[src/rtl/core/gbo_div.sv]
module gbo_div #(
    parameter int LN = 3,
    parameter int NW = 13,
    parameter int DW = 9,
    parameter int SW = 1
) (
    input  logic                   i_clk,
    input  logic                   i_rst_n,
    input  logic                   i_valid,
    output logic                   o_ready,
    input  logic [LN-1:0][NW-1:0]  i_num,
    input  logic [LN-1:0][DW-1:0]  i_den,
    input  logic [SW-1:0]          i_side,
    output logic                   o_valid,
    input  logic                   i_ready,
    output logic [LN-1:0][NW-1:0]  o_quo,
    output logic [LN-1:0][DW-1:0]  o_rem,
    output logic [SW-1:0]          o_side
);
    // one quotient bit per stage, msb first
    logic                  r_v    [NW];
    logic [LN-1:0][NW-1:0] r_num  [NW];
    logic [LN-1:0][DW-1:0] r_den  [NW];
    logic [LN-1:0][DW-1:0] r_rem  [NW];
    logic [SW-1:0]         r_side [NW];
    logic [NW:0]           rdy;

    assign rdy[NW] = i_ready;

    for (genvar k = 0; k < NW; k++) begin : g_st
        logic                  v_in;
        logic [LN-1:0][NW-1:0] num_in;
        logic [LN-1:0][DW-1:0] den_in;
        logic [LN-1:0][DW-1:0] rem_in;
        logic [SW-1:0]         side_in;
        logic [LN-1:0][NW-1:0] n_num;
        logic [LN-1:0][DW-1:0] n_rem;

        if (k == 0) begin : g_first
            assign v_in    = i_valid;
            assign num_in  = i_num;
            assign den_in  = i_den;
            assign rem_in  = '0;
            assign side_in = i_side;
        end else begin : g_next
            assign v_in    = r_v[k-1];
            assign num_in  = r_num[k-1];
            assign den_in  = r_den[k-1];
            assign rem_in  = r_rem[k-1];
            assign side_in = r_side[k-1];
        end

        assign rdy[k] = !r_v[k] || rdy[k+1];

        always_comb begin
            logic [DW:0] t;
            logic        ge;
            for (int l = 0; l < LN; l++) begin
                t        = {rem_in[l], num_in[l][NW-1]};
                ge       = (t >= {1'b0, den_in[l]});
                n_rem[l] = ge ? DW'(t - {1'b0, den_in[l]}) : t[DW-1:0];
                n_num[l] = {num_in[l][NW-2:0], ge};
            end
        end

        always_ff @(posedge i_clk) begin
            if (!i_rst_n) begin
                r_v[k] <= 1'b0;
            end else if (rdy[k]) begin
                r_v[k] <= v_in;
            end
        end

        always_ff @(posedge i_clk) begin
            if (rdy[k]) begin
                r_num[k]  <= n_num;
                r_den[k]  <= den_in;
                r_rem[k]  <= n_rem;
                r_side[k] <= side_in;
            end
        end
    end

    assign o_ready = rdy[0];
    assign o_valid = r_v[NW-1];
    assign o_quo   = r_num[NW-1];
    assign o_rem   = r_rem[NW-1];
    assign o_side  = r_side[NW-1];

endmodule

[config.mk]
export PLATFORM = sky130hd
export DESIGN_NAME = gbo_div
export DESIGN_NICKNAME = d
export VERILOG_FILES = /design/src/rtl/core/gbo_div.sv
export SDC_FILE = /design/constraint.sdc
export NUM_CORES = 2
export LEC_CHECK = 0
export ABC_AREA = 1
export CORE_MARGIN = 2
export CORE_UTILIZATION = 47
export DETAILED_ROUTE_END_ITERATION = 16
export DONT_BUFFER_PORTS = 1
export PLACE_DENSITY_LB_ADDON = 0.3
export SETUP_SLACK_MARGIN = 0.15
export SYNTH_ARGS = -nofsm -noshare
export SYNTH_HDL_FRONTEND = slang
export SYNTH_SLANG_ARGS = --single-unit
[constraint.sdc]
create_clock -name i_clk -period 16.5 [get_ports i_clk]
set_input_delay 2.475 -clock i_clk [delete_from_list [all_inputs] [get_ports i_clk]]
set_output_delay 2.475 -clock i_clk [all_outputs]
set_load 0.02 [all_outputs]
=== Word level (Yosys, flattened, before mapping) ===
Memories as Yosys holds them, arrays and structs flattened.
Index checks and enable logic that the tools add are counted.

* $add $sub $neg: 39
* Order comparisons: 39
* Mux-type cells: 105
* Bitwise operators: 13
* Reductions and logical operators: 26

{| class="wikitable"
|+ Operators with widths
! operator !! count
|-
| >= comparator 10 x 9 -> 1 bit || 36
|-
| 2-to-1 mux 9 bit || 39
|-
| subtractor 9 bit || 36
|-
| 2-to-1 mux 1 bit || 66
|-
| >= comparator 1 x 9 -> 1 bit || 3
|-
| subtractor 1 x 9 -> 9 bit || 3
|-
| zero test 1 bit || 13
|-
| logical OR 1 bit || 13
|-
| bitwise OR 1 bit || 13
|}

* Flip-flop bits (word level): 0
* RAM bits: 1235
* Bits of input ports: 71
* Output and inout port bits: 69
* Logic and storage cells: 227
* Memories: 5

{| class="wikitable"
|+ Memory list
! memory !! depth !! bits a word !! read ports !! clocked after Yosys merged registers in !! write ports !! RTL line !! source
|-
| r_num || 13 || 39 || 13 || 0 || 13 || 22 || <nowiki>logic [LN-1:0][NW-1:0] r_num [NW];</nowiki>
|-
| r_den || 13 || 27 || 12 || 0 || 13 || 23 || <nowiki>logic [LN-1:0][DW-1:0] r_den [NW];</nowiki>
|-
| r_rem || 13 || 27 || 13 || 0 || 13 || 24 || <nowiki>logic [LN-1:0][DW-1:0] r_rem [NW];</nowiki>
|-
| r_side || 13 || 1 || 13 || 0 || 13 || 25 || <nowiki>logic [SW-1:0] r_side [NW];</nowiki>
|-
| r_v || 13 || 1 || 13 || 0 || 13 || 21 || <nowiki>logic r_v [NW];</nowiki>
|}

=== Depth between registers and ports, before layout ===
An unclocked memory read counts as a cell.

* Word-level depth: 19
* Gate-level depth with buffers: 12
* Gate-level depth less buffers: 11

=== Worst setup path before layout ===
Ideal clock, no wire load.

* Path type: input to output
* From: input i_ready
* To: output o_ready
* Arrival: 8.586 ns
* Data required time: 14.025 ns
* Setup slack: 5.439 ns
* Stages on the path: 8
* Cell sequence: inv_1 -> nand4_4 -> nor2_4 -> nand4_4 -> nor2_8 -> nand4_4 -> nor2_4 -> nand2_1

* Word-level cells in the longest chain between the ends: 13

{| class="wikitable"
|+ RTL lines
! item !! RTL line !! source
|-
| start, declared || 15 || <nowiki>input logic i_ready,</nowiki>
|-
| logical OR 1 bit (3 in a row) || 53 || <nowiki>assign rdy[k] = !r_v[k] || rdy[k+1];</nowiki>
|-
| named net rdy[10] || 26 || <nowiki>logic [NW:0] rdy;</nowiki>
|-
| logical OR 1 bit (4 in a row) || 53 ||
|-
| named net rdy[6] || 26 ||
|-
| logical OR 1 bit (4 in a row) || 53 ||
|-
| named net rdy[2] || 26 ||
|-
| logical OR 1 bit (2 in a row) || 53 ||
|-
| end, declared || 10 || <nowiki>output logic o_ready,</nowiki>
|}

The timed path passes the listed nets, and every way through them passes these cells.

=== Worst setup path in the final report ===
Ends and elaborated chain as after synthesis.

==> key figures <==
Clock tree
  – CTS root buf: clkbuf_16
  – Sink Count: 1208
  – H-Tree Level Count: 4
  – Hold-fix buffers at CTS: 0
  – Clk_lat worst skew: 0.72 ns
  – Clock slew at reported path FFs: 0.06 ns
  – PostCTS Resize Cnt: 0
  – CTS buffer count: 134
  – Post-CTS Setup Bufs: 0
  – CTS tree: yes
  – CTS Buffer Depth: 3

Setup path
  – Crit-path max FO: 31
  – Startpoint type of the worst setup path: primary input
  – Critical Path RT: 14.03 ns
  – CP peak stage delay: 0.45 ns
  – Reg2Reg Depth: 9
  – Kind of critical path: primary input to output pin
  – Crit-path cells: inv_1 -> nand4_4 -> nor2_4 -> nand4_4 -> nor2_8 -> nand4_4 -> nor2_4 -> nand2_4
  – Flop2flop setup slack: 12.36 ns
  – Slowest cell on the critical path: nand4_4
  – Crit path from: i_ready
  – Reg-to-reg endpoint: r_side[0][0]
  – Cell mode on critical path: nand4_4
  – Crit end category: output pin
  – Critical Path AT: 5.01 ns
  – R2r startpoint: r_v[1][4]

STA
  – Slew @ Worst Pin: 1.10 ns
  – Final hold vios: 0
  – Post-Route Setup TNS: 0 ns
  – Clock Skew: 0.0270 ns
  – Final setup viols: 0
  – Crit path time final: 7.48 ns
  – Final hold slack: 0.399 ns
  – Worst rel slew slack: 0.266
  – Final critical-path share of the clock period: 0.454
  – Fmax: 134 MHz
  – Slew Limit Fails: 0
  – RSZ-0062 raised after global routing: false

Die
  – Chip width: 343 um
  – Initial core utilization: 0.473
  – Die Height: 343 um
  – Row count: 124
  – Core area: 114000 um^2
  – Top Ports: 140
  – Die area: 117000 um^2

Global route
  – Number of global-route vias before repair: 29346
  – Global-route wire length before repair: 143000 um
  – Largest net degree at the start of global routing: 94
  – Overall Global Routing Usage: 0.151
  – Initial antenna violation count: 6
  – GRT overflow: 0

Synth
  – Syn Std Cell Area: 53900 um^2
  – Post-Syn Area per Cell: 13.0 um^2
  – Register area share after synthesis: 0.673
  – Yosys warning count: 0
  – Synthesized flop and latch total: 1208
  – Post-synth net total: 4595
  – Synth Instances: 4158
  – Synth unique cells: 33

Cells and area
  – Share of layout cells above drive strength 1: 0.0595
  – Fill cell count: 9447
  – Fin nets: 4706
  – Layout area overhead: 11.1%

Worst hold path
  – Worst Hold End: r_num[0][128]
  – Hold Crit Depth: 0
  – Hold_sp: r_num[0][88]
  – Hold WC Path Type: flop to flop

Placed design
  – DP Wirelength: 62000 um
  – Port bufs: 0
  – RePlAce Congestion: 0.908

Detailed routing
  – Via/cell ratio: 4.95
  – Routed via count: 29163
  – Final wirelength: 86000 um
  – Routed length per instance: 14.6 um
  – Drt initial violations: 1587
  – DRC violations left: 0
  – First-pass iteration count of the detailed router: 7
  – Post-route ant nets: 0

Pwr
  – Peak VDD IR: 0.0000868 V
  – Pwr Density: 166 nW/um^2
  – Leakage power: 0.0253 uW

Job
  – Max_cap viols: 0

Status
  – Status: complete, no violations
## worst max-delay path, delay by kind of cell
family | cells | cell delay (ns)
simple gates | 7 | 2.43
buf+inv | 1 | 0.07
## report_power, final
group	switching (uW)	internal (uW)	leakage, uW
registers	369	4210	0.0131
logic	1490	1010	0.0101
clock network	1140	1720	0.00209
total	3000	6940	0.0253
## layout make-up
type / count / area [um^2] / share of cell area
diodes: 4 / 10.0 / 0.000167
clock buffers: 164 / 3550 / 0.0593
clock inverters: 75 / 732 / 0.0122
inverters: 531 / 2000 / 0.0335
multi-input cells: 2380 / 15400 / 0.256
flip-flops and latches: 1208 / 36300 / 0.605
well taps: 1512 / 1890 / 0.0316
repair buffers: 14 / 105 / 0.00175
## kinds of logic (layout without fill, tap and decap cells)
kind of cell	after synthesis	after routing	synth area share
AO/OA/AOI/OAI	735	735	0.0731
XOR/XNOR	252	252	0.0409
adder cells (fa/ha/maj)	366	366	0.0899
buffers and inverters	570	784	0.0431
flip-flops	1208	1208	0.673
other	0	4	0
AND/OR/NAND/NOR	1027	1027	0.0803
## layer usage
metal,GRT usage,share of wire
met5,0,0.00015
met4,0.0577,0.033
met3,0.0296,0.050
met2,0.245,0.46
met1,0.201,0.46
## placed cells by master, fill, tap and decap left out, types with 38 or more instances in the layout
cell,Yosys,routed
ha_1,330,330
xor2_1,160,160
nor2_1,429,429
edfxtp_1,1207,1207
xnor2_1,92,92
o21ai_0,119,119
inv_1,526,521
nand2_1,372,368
nand3_1,95,95
nand4_1,38,38
clkbuf_16,0,138
a21oi_1,487,487
## state kept, by name (all words and copies together) (netlist names)
name / flops
r_den: 324
r_side: 13
r_v: 13
r_num: 507
r_rem: 351
## how the worst max path moves through the flow
stage	slack, ns	cells past startpoint	end
detailed placement	8.90	8	o_ready
global placement	8.96	8	o_ready
finish	9.02	8	o_ready
global route	8.72	8	o_ready
floorplan	5.44	8	o_ready
CTS	8.89	8	o_ready
## per-stage QoR
| step | utilization | total power (uW) | worst slack (ns) | area (um^2) | cells |
|---|---|---|---|---|---|
| after floorplan | - | 6620 | 5.44 | 53900 | 4158 |
| after global placement | 0.488 | 7070 | 8.96 | 55600 | 5645 |
| after detailed placement | 0.488 | 7130 | 8.90 | 55600 | 5645 |
| after CTS | 0.525 | 10000 | 8.89 | 59900 | 5884 |
| after global routing | 0.525 | 10600 | 8.72 | 59900 | 5884 |
| final | 0.525 | 9940 | 9.02 | 59900 | 5888 |
## synthesized netlist by cell type
cell / instances / area share
inv_2: 5 / 0.00035
clkbuf_1: 1 / 0.000070
nand4_1: 38 / 0.0044
xor2_1: 160 / 0.026
nor3b_1: 1 / 0.00014
buf_2: 2 / 0.00019
nor2_4: 2 / 0.00042
nor3_1: 33 / 0.0031
nand3_1: 95 / 0.0088
o211ai_1: 36 / 0.0050
buf_6: 12 / 0.0025
nand2_1: 372 / 0.026
o21ai_1: 24 / 0.0022
buf_4: 24 / 0.0033
nor2_8: 1 / 0.00037
nor2_1: 429 / 0.030
or4_1: 1 / 0.00014
inv_1: 526 / 0.037
a21oi_1: 487 / 0.045
a211o_1: 1 / 0.00016
nor4_1: 9 / 0.0010
or2_2: 7 / 0.00081
a31oi_1: 2 / 0.00023
o21ai_0: 119 / 0.011
fa_1: 36 / 0.013
xnor2_1: 92 / 0.015
edfxtp_1: 1207 / 0.67
dfxtp_1: 1 / 0.00037
nand2_2: 36 / 0.0042
a21o_1: 36 / 0.0050
a211oi_1: 30 / 0.0042
ha_1: 330 / 0.077
nand4_4: 3 / 0.0012
Note: power is estimated with default switching activity, not from simulation.
