**config.mk**
```make
export PLATFORM = sky130hd
export DESIGN_NAME = gbo_prep
export DESIGN_NICKNAME = d
export VERILOG_FILES = /design/src/rtl/core/gbo_pkg.sv /design/src/rtl/core/gbo_prep.sv
export SDC_FILE = /design/constraint.sdc
export NUM_CORES = 1
export LEC_CHECK = 0
export BUFFER_PORTS_ARGS = -buffer_cell sky130_fd_sc_hd__buf_4
export CORE_MARGIN = 2
export CORE_UTILIZATION = 55
export CTS_BUF_LIST = sky130_fd_sc_hd__clkbuf_2
export CTS_CLUSTER_SIZE = 8
export DETAILED_ROUTE_END_ITERATION = 12
export HOLD_SLACK_MARGIN = 0.08
export PLACE_DENSITY = 0.76
export SKIP_LAST_GASP = 1
export SLEW_MARGIN = 20
export SYNTH_ARGS = -nofsm -noshare
export SYNTH_HDL_FRONTEND = slang
export SYNTH_SLANG_ARGS = --single-unit
```
**constraint.sdc**
```tcl
create_clock -name i_clk -period 14.9 [get_ports i_clk]
set_clock_uncertainty 0.1 [all_clocks]
set_input_delay 3.725 -clock i_clk [delete_from_list [all_inputs] [get_ports i_clk]]
set_output_delay 3.725 -clock i_clk [all_outputs]
set_load 0.005 [all_outputs]
```
**src/rtl/core/gbo_pkg.sv**
```systemverilog
package gbo_pkg;

    localparam int EXT_W = 13;
    localparam int BLK_W = 9;
    localparam int CRD_W = 12;
    localparam int SZ_W  = 13;
    localparam int OFF_W = 40;
    localparam int IDX_W = 8;
    localparam int NAX   = 3;
    localparam int AZ    = 0;
    localparam int AY    = 1;
    localparam int AX    = 2;

    localparam logic [OFF_W-1:0] FILE_HDR_BYTES = 40'd64;

    typedef enum logic [2:0] {
        CFG_EXT_X = 3'd0,
        CFG_EXT_Y = 3'd1,
        CFG_EXT_Z = 3'd2,
        CFG_BLK_X = 3'd3,
        CFG_BLK_Y = 3'd4,
        CFG_BLK_Z = 3'd5
    } t_cfg_idx;

    // sideband along the first divider
    typedef struct packed {
        logic [NAX-1:0][CRD_W-1:0] crd;
        logic                      bad;
    } t_sd1;

    // sideband along the second divider
    typedef struct packed {
        logic [NAX-1:0][CRD_W-1:0] crd;
        logic                      bad;
        logic [NAX-1:0][BLK_W-1:0] base;
        logic [NAX-1:0][SZ_W-1:0]  size;
    } t_sd2;

endpackage

```
**src/rtl/core/gbo_prep.sv**
```systemverilog
module gbo_prep (
    input  logic                                   i_clk,
    input  logic                                   i_rst_n,
    input  logic                                   i_valid,
    output logic                                   o_ready,
    input  logic [gbo_pkg::NAX-1:0][gbo_pkg::SZ_W-1:0]  i_sz,
    input  logic [gbo_pkg::NAX-1:0][gbo_pkg::BLK_W-1:0] i_rm,
    input  gbo_pkg::t_sd1                          i_sd,
    output logic                                   o_valid,
    input  logic                                   i_ready,
    output logic [gbo_pkg::NAX-1:0][gbo_pkg::CRD_W-1:0] o_num,
    output logic [gbo_pkg::NAX-1:0][gbo_pkg::SZ_W-1:0]  o_den,
    output gbo_pkg::t_sd2                          o_sd
);
    import gbo_pkg::*;

    localparam int SPL_W = BLK_W + SZ_W + 1;

    logic                           r1_v;
    logic [NAX-1:0][SZ_W-1:0]       r1_sz;
    logic [NAX-1:0][BLK_W-1:0]      r1_rm;
    logic [NAX-1:0][SPL_W-1:0]      r1_split;
    t_sd1                           r1_sd;
    logic                           r2_v;
    logic [NAX-1:0][CRD_W-1:0]      r2_num;
    logic [NAX-1:0][SZ_W-1:0]       r2_den;
    t_sd2                           r2_sd;

    logic                           rdy1, rdy2;
    logic [NAX-1:0][SPL_W-1:0]      n_split;
    logic [NAX-1:0][CRD_W-1:0]      n_num;
    logic [NAX-1:0][SZ_W-1:0]       n_den;
    t_sd2                           n_sd;

    assign rdy2    = !r2_v || i_ready;
    assign rdy1    = !r1_v || rdy2;
    assign o_ready = rdy1;

    // points held by the larger remainder subgrids
    always_comb begin
        for (int l = 0; l < NAX; l++) begin
            n_split[l] = SPL_W'(i_rm[l]) * (SPL_W'(i_sz[l]) + SPL_W'(1));
        end
    end

    always_comb begin
        logic lt;
        n_sd.crd = r1_sd.crd;
        n_sd.bad = r1_sd.bad;
        for (int l = 0; l < NAX; l++) begin
            lt           = (SPL_W'(r1_sd.crd[l]) < r1_split[l]);
            n_num[l]     = lt ? r1_sd.crd[l]
                              : CRD_W'(SPL_W'(r1_sd.crd[l]) - r1_split[l]);
            n_den[l]     = lt ? SZ_W'(r1_sz[l] + SZ_W'(1)) : r1_sz[l];
            n_sd.base[l] = lt ? '0 : r1_rm[l];
            n_sd.size[l] = n_den[l];
        end
    end

    always_ff @(posedge i_clk) begin
        if (!i_rst_n) begin
            r1_v <= 1'b0;
            r2_v <= 1'b0;
        end else begin
            if (rdy1) begin
                r1_v <= i_valid;
            end
            if (rdy2) begin
                r2_v <= r1_v;
            end
        end
    end

    always_ff @(posedge i_clk) begin
        if (rdy1) begin
            r1_sz    <= i_sz;
            r1_rm    <= i_rm;
            r1_split <= n_split;
            r1_sd    <= i_sd;
        end
        if (rdy2) begin
            r2_num <= n_num;
            r2_den <= n_den;
            r2_sd  <= n_sd;
        end
    end

    assign o_valid = r2_v;
    assign o_num   = r2_num;
    assign o_den   = r2_den;
    assign o_sd    = r2_sd;

endmodule

```
; ---- Word level (Yosys, flattened, before mapping)
; Index checks and enable logic that the tools add are counted.
[word_totals]
reg_bits = 313
in_bits = 107
out_inout_bits = 180
elab_cells = 53
[op_classes]
addsub = 9
multipliers = 3
n_lt_le_gt_ge = 3
muxes = 6
n_reduce_logical = 4
[op_table]
columns = cell, count
row1 = 12-bit by 23-bit < comparator with 1-bit output, 3
row2 = 9-bit by 14-bit multiplier with 23-bit output, 3
row3 = "13-bit by 1-bit adder with 14-bit output, second input constant", 3
row4 = "13-bit by 1-bit adder with 13-bit output, second input constant", 3
row5 = 13-bit 2-to-1 mux, 3
row6 = 12-bit 2-to-1 mux, 3
row7 = 12-bit subtractor, 3
row8 = 1-bit logical NOT, 2
row9 = 1-bit logical OR, 2

; ---- Logic depth before layout (Yosys ltp)
; Gate-level depths: netlist (run 1).
[logic_depth]
word_depth = 3
ltp_mapped = 23
depth_no_buf = 23

; ---- Worst setup path after synthesis (run 1)
; Ideal clock, no wire load.
[synth_path]
kind = input port to output port
from = in i_ready
to = out o_ready
arrival_time_ns = 7.430
required_ns = 11.075
setup_slack_ns = 3.645
cell_stages = 2
cell_sequence = nor2b_1 -> nand2_1
[synth_between]
elab_chain_len = 2
[synth_lines]
columns = element, line
row1 = "start, declared", gbo_prep.sv:10  ; input logic i_ready,
row2 = 1-bit logical OR, gbo_prep.sv:35  ; assign rdy2 = !r2_v || i_ready;
row3 = 1-bit logical OR, gbo_prep.sv:36  ; assign rdy1 = !r1_v || rdy2;
row4 = "end, declared", gbo_prep.sv:5  ; output logic o_ready,
; No other way between the ends.

; ---- Worst setup path in the final report (run 1)
; Ends and elaborated chain as after synthesis.

==> qor.txt, run 1 <==
adder-cell share of the synthesized area: 29.28%
first-pass GRT wire length: 88.76 mm
crit path cell chain: buf_4, nor2b_1, nand2_4, buf_4
Power Density: 141.8 nW/um2
initial core utilization: 55.32%
Final setup viols: 0
drt initial violations: 975
Crit. End Element: primary output
status: complete, no violations
maximum VDD drop: 0.08853 mV
routability cong.: 0.8440
required time worst endpoint: 11070 ps
Clock Pin Slew Worst Setup and Hold Paths: 90 ps
sequential element share of the synthesized area: 37.60%
die height: 217.0 um
Core Rows: 78
nets@finish: 3105
Post-synth EDFFs: 311
Final Slew Violations: 0
clk_lat worst skew: 1060 ps
antenna viol nets, final: 0
Clock power frac: 14.6%
hold-fix buffers at CTS: 0
Slew HR: 28.90%
setup TNS: 0 ps
unrepaired setup endpoints after global routing: false
period utilization: 62.01%
final WL: 53.93 mm
Switch Pwr: 1.621 mW
worst path bufs/invs: 2
syn avg cell area: 10.99 um2
Synth Area in Compound Gates: 5.879%
WS Path Type: in2out
Synth Instances: 2270
part of the power in registers: 31.2%
most frequent cells in the layout: 367 x inv_1, 311 x edfxtp_1, 293 x buf_4, 258 x fa_1, 241 x nand2_1
routed length per placed instance: 16.72 um
fin crit period: 9239 ps
worst path arrival time: 5410 ps
post-CTS sizing: 0
CP max-delay cell: nand2_4
layout cells sized above 1: 16.76%
CTS sink count: 313
gr ovfl total: 0
die width: 217.0 um
R2R Path Start: n_sd[92]
GRT Util Overall: 23.78%
Detail Placement HPWL: 41.56 mm
Highest Clock Rate: 0.1082 GHz
CP Launch Type: input pin
fill count: 3637
largest net degree at the start of global routing: 74
Int Pwr: 2.380 mW
Vias: 17010
syn nets: 2806
Post-synth ARST share: 0%
mux contribution to synthesized area: 0.1806%
Clock Tree Buf Depth: 3
simple-gate share of the synthesized area: 15.04%
CP top delay family: simple AND/OR/NAND/NOR gates
Place WS: 5035 ps
I/O pin count: 287
most used cell, CP: buf_4
hold wc startpoint: n_sd[77]
most common cell after layout, fill and taps aside: inv_1
detail-routed via count per cell: 5.273
Least-Margin Pin Slew: 1057 ps
H-tree depth: 3
I/O Buffers: 286
core area: 45090 um2
largest family of logic cells by synthesized area: adder cells
initial antenna violation count: 2
CP max FO: 71
Cell Area, Synth: 24940 um2
number of synthesized register bits: 313
Top FF cell, synth: edfxtp_1
Yosys warning total: 0
xor-xnor portion of the synthesized cell area: 4.705%
die area: 47070 um2
max-cap viol count: 0
DRC: 0
first-pass detailed-route iteration total: 5
Fin. Hold Viols: 0
sw frac: 40.52%
CTS tree: yes
P&R area growth vs syn: 13.11%
Yosys cell types: 56
number of setup buffers added after CTS: 0
Worst Setup SP: i_ready
Comb pwr share: 54.2%
Crit path largest cell delay: 660 ps
vias in the first global route: 17900
CTS buffer count: 82
clk root buf: clkbuf_2
fin worst setup slack: 5661 ps
hold crit path type: reg2reg
Leak: 13.54 nW
-- per-layer routing --
layer,part of all wire [%],up-vias,global-route usage [%],wire length [um]
li1,-,8030,-,-
met1,41,8283,30.80,22340
met2,49,606,40.12,26480
met3,7.0,90,4.123,3775
met4,2.5,2,9.110,1322
met5,0.020,-,0,11
-- path summary, 6_finish.rpt --
path / end / slack, ps / depth (start not counted)
setup / recovery: o_ready / 5660 / 4
hold / removal: o_sd[77] / 310 / 0
setup reg to reg: o_num[34] / 11260 / 9
hold reg to reg: o_sd[77] / 310 / 0
-- power groups by stage --
stage | clock (mW) | sequential [mW] | combinational [mW]
floorplan | 0 | 1.26 | 1.67
global placement | 0 | 1.27 | 2.09
detailed placement | 0 | 1.27 | 2.16
CTS | 0.609 | 1.25 | 2.18
global route | 0.651 | 1.26 | 2.49
finish | 0.584 | 1.25 | 2.17
-- flip-flops by register name, summed over array words and instances (netlist names), 27 cells and up --
signal    count
n_sd         37
o_den        39
o_num        36
o_sd         64
r1_rm        27
r1_split     69
r1_sz        39
-- area by class of cell --
class | instances | area [um2] | area share [%]
timing repair buffer | 293 | 2200 | 7.796
antenna | 1 | 2.502 | 0.008869
multi-input combinational | 1511 | 13770 | 48.82
clock buffer | 114 | 570.5 | 2.022
clock inverter | 26 | 152.6 | 0.5410
sequential | 313 | 9379 | 33.24
tap | 600 | 750.7 | 2.661
inverter | 368 | 1386 | 4.914
-- kinds of logic after synthesis --
logic type                 count (synthesis)
xor gates and xnor gates                 134
adders and majority gates                429
DFF                                      313
and+or+nand+nor                          722
buffers and inverters                    446
muxes                                      4
AOI/OAI and AO/OA                        222
-- synth_stat cells (5+ instances only) --
library cell	instances	share of area, %
a21o_1	26	0.78
o21bai_1	5	0.15
and4_1	8	0.28
fa_1	258	21
inv_1	368	5.5
a211oi_1	8	0.24
clkbuf_1	37	0.56
o21ai_0	63	1.3
nor3_1	19	0.38
and3_1	29	0.73
nor4_1	11	0.28
nor2b_1	38	0.95
o21a_1	17	0.51
buf_4	39	1.2
nand3_1	42	0.84
nor2_1	47	0.71
edfxtp_1	311	37
ha_1	171	8.6
xnor2_1	95	3.3
nand2b_1	18	0.45
a31oi_1	5	0.13
a21boi_0	10	0.30
xor2_1	39	1.4
nand4_1	17	0.43
a21oi_1	48	0.96
nand2_1	242	3.6
and2_1	236	5.9
-- per-stage QoR --
step | power, mW | instances | hold slack [ps] | utilization (%) | instance area, um2
after detailed placement | 3.434 | 3085 | 318.5 | 60.97 | 27490
final | 4.001 | 3226 | 305.1 | 62.58 | 28210
after global placement | 3.358 | 3085 | 305.0 | 60.97 | 27490
after CTS | 4.036 | 3225 | 300.7 | 62.57 | 28210
after global routing | 4.400 | 3226 | 317.9 | 62.58 | 28210
after floorplan | 2.925 | 2270 | 300.3 | - | 24940
No activity file was read; power rests on OpenSTA's default activity.
==> run 2: changes to the inputs <==
--- a/config.mk
+++ b/config.mk
@@ -5,6 +5,7 @@
 export SDC_FILE = /design/constraint.sdc
 export NUM_CORES = 1
 export LEC_CHECK = 0
+export ABC_AREA = 1
 export BUFFER_PORTS_ARGS = -buffer_cell sky130_fd_sc_hd__buf_4
 export CORE_MARGIN = 2
 export CORE_UTILIZATION = 55
@@ -12,7 +13,7 @@
 export CTS_CLUSTER_SIZE = 8
 export DETAILED_ROUTE_END_ITERATION = 12
 export HOLD_SLACK_MARGIN = 0.08
-export PLACE_DENSITY = 0.76
+export PLACE_DENSITY = 0.78
 export SKIP_LAST_GASP = 1
 export SLEW_MARGIN = 20
 export SYNTH_ARGS = -nofsm -noshare
==> constraint.sdc (replaced) <==
create_clock -name i_clk -period 7.45 [get_ports i_clk]
set_clock_uncertainty 0.1 [all_clocks]
set_input_delay 1.8625 -clock i_clk [delete_from_list [all_inputs] [get_ports i_clk]]
set_output_delay 1.8625 -clock i_clk [all_outputs]
set_load 0.005 [all_outputs]
==> qor.txt, run 2 <==
Cell Area, Synth: 26870 um2 (was 24940 um2)
Int Pwr: 4.759 mW (was 2.380 mW)
most instantiated cells after synthesis: 778 x nand2_1, 621 x inv_1, 362 x nor2_1, 311 x edfxtp_1, 258 x fa_1 (was 368 x inv_1, 311 x edfxtp_1, 258 x fa_1, 242 x nand2_1, 236 x and2_1)
most frequent cells in the layout: 777 x nand2_1, 621 x inv_1, 362 x nor2_1, 311 x edfxtp_1, 290 x buf_4 (was 367 x inv_1, 311 x edfxtp_1, 293 x buf_4, 258 x fa_1, 241 x nand2_1)
largest net degree at the start of global routing: 94 (was 74)
antenna viol nets, final: 0 (unchanged)
sequential element share of the synthesized area: 34.90% (was 37.60%)
Top FF cell, synth: edfxtp_1 (unchanged)
status: complete, no violations (unchanged)
most used cell, CP: nand2_1 (was buf_4)
number of flip-flops in the largest register: 69 (unchanged)
Non-Filler Instances: 4038 (was 3226)
die area: 50640 um2 (was 47070 um2)
layout cells sized above 1: 14.48% (was 16.76%)
post-CTS sizing: 0 (unchanged)
hold slack: 341.3 ps (was 305.1 ps)
routed length per placed instance: 15.14 um (was 16.72 um)
Clock Tree Buf Depth: 3 (unchanged)
Final setup viols: 0 (unchanged)
Final Slew Violations: 0 (unchanged)
Yosys cell types: 42 (was 56)
Slew HR: 35.99% (was 28.90%)
Yosys warning total: 0 (unchanged)
final WL: 61.14 mm (was 53.93 mm)
worst path arrival time: 6740 ps (was 5410 ps)
DRC: 0 (unchanged)
maximum VDD drop: 0.2127 mV (was 0.08853 mV)
most common cell after layout, fill and taps aside: nand2_1 (was inv_1)
part of the power in registers: 28.9% (was 31.2%)
Detail Placement HPWL: 48.25 mm (was 41.56 mm)
Post-synth EDFFs: 311 (unchanged)
first-pass GRT wire length: 101.2 mm (was 88.76 mm)
count leader, synth: nand2_1 (was inv_1)
core area: 47950 um2 (was 45090 um2)
clk root buf: clkbuf_2 (unchanged)
hold crit path type: reg2reg (unchanged)
Highest Clock Rate: 0.1660 GHz
die height: 225.0 um (was 217.0 um)
CTS buffer count: 84 (was 82)
cell type with the largest total area after synthesis: edfxtp_1 (unchanged)
nets@finish: 3902 (was 3105)
number of setup buffers added after CTS: 0 (unchanged)
Fin. Hold Viols: 0 (unchanged)
drt initial violations: 1405 (was 975)
GRT Util Overall: 25.24% (was 23.78%)
Power Density: 288.0 nW/um2 (was 141.8 nW/um2)
CP max-delay cell: fa_1 (was nand2_4)
crit path cell chain: buf_4, ha_1, nand2_1, inv_1, nand2_1, nor2_2, nand2_1, o21bai_1, nand2_1, inv_1, nand2_1, fa_1, inv_1, fa_1, fa_1, inv_1, fa_1, inv_1, ha_1, nand3_1, o21ai_0, nand2_1, nand3_1, nand2_1 (was buf_4, nor2b_1, nand2_4, buf_4)
hold-fix buffers at CTS: 0 (unchanged)
Clock power frac: 14.6% (about the same)
syn nets: 3604 (was 2806)
Crit path largest cell delay: 530 ps (was 660 ps)
CTS tree: yes (unchanged)
area share of the largest cell type after synthesis: 34.76% (was 37.44%)
first-pass detailed-route iteration total: 8 (was 5)
largest register by flop count: r1_split (unchanged)
max-cap viol count: 0 (unchanged)
P&R area growth vs syn: 11.96% (was 13.11%)
die width: 225.0 um (was 217.0 um)
vias in the first global route: 20760 (was 17900)
H-tree depth: 3 (unchanged)
initial antenna violation count: 2 (unchanged)
largest cells by area after synthesis: edfxtp_1 35%, fa_1 19%, nand2_1 11%, inv_1 8.7%, ha_1 8.0% (was edfxtp_1 37%, fa_1 21%, ha_1 8.6%, and2_1 5.9%, inv_1 5.5%)
gr ovfl total: 0 (unchanged)
Placed Cells: 3895 (was 3085)
Leak: 15.80 nW (was 13.54 nW)
initial core utilization: 56.04% (was 55.32%)
clk_lat worst skew: 1080 ps (was 1060 ps)
unrepaired setup endpoints after global routing: false (unchanged)
syn avg cell area: 8.758 um2 (was 10.99 um2)
CTS sink count: 313 (unchanged)
Switch Pwr: 3.906 mW (was 1.621 mW)
Comb pwr share: 56.5% (was 54.2%)
Crit. End Element: register (was primary output)
Synth Instances: 3068 (was 2270)
Core Rows: 80 (was 78)
setup TNS: 0 ps (unchanged)
I/O Buffers: 286 (unchanged)
CP max FO: 10 (was 71)
CP Launch Type: input pin (unchanged)
routability cong.: 0.9264 (was 0.8440)
I/O pin count: 287 (unchanged)
Clock Pin Slew Worst Setup and Hold Paths: 90 ps (about the same)
Post-synth ARST share: 0% (unchanged)
WS Path Type: in2reg (was in2out)
required time worst endpoint: 8170 ps (was 11070 ps)
detail-routed via count per cell: 5.117 (was 5.273)
fin crit period: 6025 ps
sw frac: 45.08% (was 40.52%)
Vias: 20660 (was 17010)
period utilization: 80.87%
number of synthesized register bits: 313 (unchanged)
Least-Margin Pin Slew: 960.1 ps (was 1057 ps)
## run 2: through the flow
stage | util, % | worst slack, ps | area (um2) | power (mW)
after floorplan | - | 1172 | 26880 | 6.263
after global placement | 61.10 | 497.2 | 29300 | 7.309
after detailed placement | 61.10 | 398.9 | 29300 | 7.415
after CTS | 62.72 | 1612 | 30070 | 8.728
after global routing | 62.75 | 1207 | 30080 | 9.606
final | 62.75 | 1425 | 30080 | 8.665
## run 2: area by class of cell
class / count / area [um2]
diodes: 4 / 10.01
clock inverters: 27 / 216.5
repair buffers: 291 / 2197
well taps: 615 / 769.5
fillers: 4077 / 17860
clock buffers: 112 / 560.5
inverters: 647 / 2431
multi-input cells: 2029 / 14520
flip-flops and latches: 313 / 9379
## run 2: cell families after synthesis
| family | after synthesis | share of synthesized area (%) |
|---|---|---|
| xor+xnor | 83 | 2.733 |
| fa+ha+maj | 429 | 27.18 |
| simple gates | 1385 | 21.22 |
| buf+inv | 726 | 11.13 |
| compound gates | 132 | 2.826 |
| flops | 313 | 34.90 |
## run 2: power by group through the flow
| stage | Combinational, mW | Clock [mW] | Sequential (mW) |
|---|---|---|---|
| after floorplan | 3.74 | 0 | 2.52 |
| final | 4.90 | 1.27 | 2.50 |
| after CTS | 4.91 | 1.32 | 2.50 |
| after global routing | 5.67 | 1.40 | 2.53 |
| after global placement | 4.77 | 0 | 2.54 |
| after detailed placement | 4.87 | 0 | 2.54 |
## run 2: final timing paths
| path | from | to | cells past startpoint | slack (ps) |
|---|---|---|---|---|
| max | i_sz[13] | r1_split[38] | 24 | 1430 |
| min | n_sd[66] | o_sd[66] | 0 | 340 |
| max reg2reg | o_valid | r1_rm[10] | 3 | 4830 |
| min reg2reg | n_sd[66] | o_sd[66] | 0 | 340 |
## run 2: routing by layer
metal | GRT usage [%] | vias to the layer above | share of wire, %
li1 | - | 10060 | -
met1 | 33.14 | 9703 | 42
met2 | 42.71 | 786 | 48
met3 | 4.407 | 119 | 7.7
met4 | 8.075 | 0 | 2.2
met5 | 0 | - | 0
## run 2: worst max-delay path: cells and delay by family
kind | cells | cell delay, ps
compound gates | 2 | 630
simple gates | 10 | 1120
buf+inv | 6 | 530
fa+ha+maj | 6 | 2580
==> run 3: changes to the inputs <==
==> constraint.sdc (replaced) <==
create_clock -name i_clk -period 5.45 [get_ports i_clk]
set_clock_uncertainty 0.1 [all_clocks]
set_input_delay 1.3625 -clock i_clk [delete_from_list [all_inputs] [get_ports i_clk]]
set_output_delay 1.3625 -clock i_clk [all_outputs]
set_load 0.005 [all_outputs]
==> qor.txt, run 3 (same netlist as run 2, synthesis figures left out) <==
hold-fix buffers at CTS: 0 (unchanged)
post-layout instance area: 33020 um2 (was 30080 um2)
met2 Use GR: 48.91% (was 42.71%)
die area: 50640 um2 (unchanged)
initial antenna violation count: 2 (unchanged)
CP top delay family: adder cells (unchanged)
most frequent cells in the layout: 725 x nand2_1, 599 x inv_1, 540 x buf_4, 333 x nor2_1, 311 x edfxtp_1 (was 777 x nand2_1, 621 x inv_1, 362 x nor2_1, 311 x edfxtp_1, 290 x buf_4)
DRC: 0 (unchanged)
r2r endpoint: o_num[31] (was r1_rm[10])
Least-Margin Pin Slew: 816.8 ps (was 960.1 ps)
final WL: 67.32 mm (was 61.14 mm)
period utilization: 92.01%
hold endpoint: o_sd[66] (unchanged)
worst path arrival time: 5730 ps (was 6740 ps)
die width: 225.0 um (unchanged)
CP max FO: 4 (was 10)
clk root buf: clkbuf_2 (unchanged)
routed length per placed instance: 15.66 um (was 15.14 um)
Clock Pin Slew Worst Setup and Hold Paths: 100 ps (was 90 ps)
Vias: 21940 (was 20660)
Highest Clock Rate: 0.1994 GHz
P&R area growth vs syn: 22.87% (was 11.96%)
Int Pwr: 7.973 mW (was 4.759 mW)
largest register by flop count: r1_split (unchanged)
Crit path largest cell delay: 550 ps (was 530 ps)
layout cells sized above 1: 25.27% (was 14.48%)
Leak: 17.11 nW (was 15.80 nW)
hold wc startpoint: n_sd[66] (unchanged)
I/O Buffers: 286 (unchanged)
number of flip-flops in the largest register: 69 (unchanged)
gr ovfl total: 0 (unchanged)
I/O pin count: 287 (unchanged)
Comb pwr share: 64.6% (was 56.5%)
post-CTS sizing: 0 (unchanged)
status: complete, no violations (unchanged)
Crit. End Element: register (unchanged)
R2R Path Start: n_sd[93] (was o_valid)
R2R setup slack: 2740 ps (was 4830 ps)
die height: 225.0 um (unchanged)
Detail Placement HPWL: 55.00 mm (was 48.25 mm)
clk_lat worst skew: 1080 ps (about the same)
vias in the first global route: 23050 (was 20760)
Hold Crit Depth: 0 (unchanged)
R2R cell count: 12 (was 3)
Fin. Hold Viols: 0 (unchanged)
detail-routed via count per cell: 5.103 (was 5.117)
most used cell, CP: nand2_2 (was nand2_1)
met1 Use GR: 34.34% (was 33.14%)
unrepaired setup endpoints after global routing: false (unchanged)
Power Density: 430.3 nW/um2 (was 288.0 nW/um2)
Switch Pwr: 6.234 mW (was 3.906 mW)
CTS sink count: 313 (unchanged)
fill count: 3753 (was 4077)
CTS buffer count: 82 (was 84)
post-layout util: 68.86% (was 62.75%)
antenna viol nets, final: 0 (unchanged)
Clock power frac: 11.3% (was 14.6%)
busiest layer in global routing: met2 (unchanged)
most common cell after layout, fill and taps aside: nand2_1 (unchanged)
Clock Tree Buf Depth: 3 (unchanged)
largest net degree at the start of global routing: 83 (was 94)
drt initial violations: 1443 (was 1405)
met3 Usage GRT: 4.954% (was 4.407%)
max-cap viol count: 0 (unchanged)
number of setup buffers added after CTS: 0 (unchanged)
GRT Util Overall: 27.95% (was 25.24%)
Final Slew Violations: 0 (unchanged)
Core Rows: 80 (unchanged)
dpl cell area: 32280 um2 (was 29300 um2)
first-pass GRT wire length: 111.9 mm (was 101.2 mm)
part of the power in registers: 24.1% (was 28.9%)
hold crit path type: reg2reg (unchanged)
Final setup viols: 0 (unchanged)
initial core utilization: 56.04% (unchanged)
H-tree depth: 3 (unchanged)
routability cong.: 0.9485 (was 0.9264)
first-pass detailed-route iteration total: 6 (was 8)
CP max-delay cell: fa_1 (unchanged)
Slew HR: 45.55% (was 35.99%)
worst path bufs/invs: 6 (unchanged)
nets@finish: 4155 (was 3902)
fin crit period: 5015 ps
WS Path Type: in2reg (unchanged)
maximum VDD drop: 0.3637 mV (was 0.2127 mV)
sw frac: 43.88% (was 45.08%)
required time worst endpoint: 6160 ps (was 8170 ps)
CP Launch Type: input pin (unchanged)
CTS tree: yes (unchanged)
core area: 47950 um2 (unchanged)
run 3: changes by cell type in the layout (fill, tap and decap cells not counted), sizes merged:
cell and change:
buf +255, bufinv -2, clkbuf -6, clkinv +16, clkinvlp -2
run 3: through the flow:
step                setup TNS (ps)  power [mW]  setup slack (ps)  instances  hold WS [ps]
finish                           0       14.21             435.2       4299         341.7
global route                     0       15.60             255.5       4299         213.1
CTS                              0       14.30             575.5       4295         227.2
detailed placement          -21930       12.63            -605.8       4150         316.2
global placement            -18060       12.37            -488.5       4150         309.4
floorplan                    -1289       9.825            -122.7       3068         300.3
run 3: per-layer routing:
layer | part of all wire [%] | routed length (um)
met5 | 0 | 0
met4 | 3.7 | 2502
met3 | 6.1 | 4116
met2 | 50 | 33530
met1 | 40 | 27170
run 3: how the worst max path moves through the flow:
| stage | start | endpoint | slack (ps) | cells after the start |
|---|---|---|---|---|
| CTS | i_sz[26] | r1_split[65] | 580 | 21 |
| finish | i_sz[13] | r1_split[44] | 440 | 26 |
| global placement | i_sz[13] | r1_split[44] | -490 | 26 |
| floorplan | i_sz[0] | r1_split[22] | -120 | 23 |
| detailed placement | i_sz[13] | r1_split[44] | -610 | 26 |
| global route | i_sz[13] | r1_split[42] | 260 | 27 |
run 3: cell type report:
cell class	instances	area (um2)	area share, %
inverter	647	2431	7.363
multi-input combinational	2029	15520	47.01
clock buffer	106	530.5	1.607
tap	615	769.5	2.331
sequential	313	9379	28.41
antenna	4	10.01	0.03032
clock inverter	39	200.2	0.6063
timing repair buffer	546	4174	12.64
run 3: power by group through the flow:
stage                     clock network, mW  logic (mW)  registers (mW)
after global placement                    0        8.91            3.46
after floorplan                           0        6.38            3.44
final                                  1.60        9.18            3.42
after detailed placement                  0        9.16            3.48
after CTS                              1.66        9.21            3.42
after global routing                   1.77        10.4            3.46
run 3: worst register-to-register path: cells and delay by family, from the launching register on:
family / cells / cell delay, ps
fa+ha+maj: 1 / 460
buf+inv: 2 / 380
flops: 1 / 440
simple gates: 9 / 1030
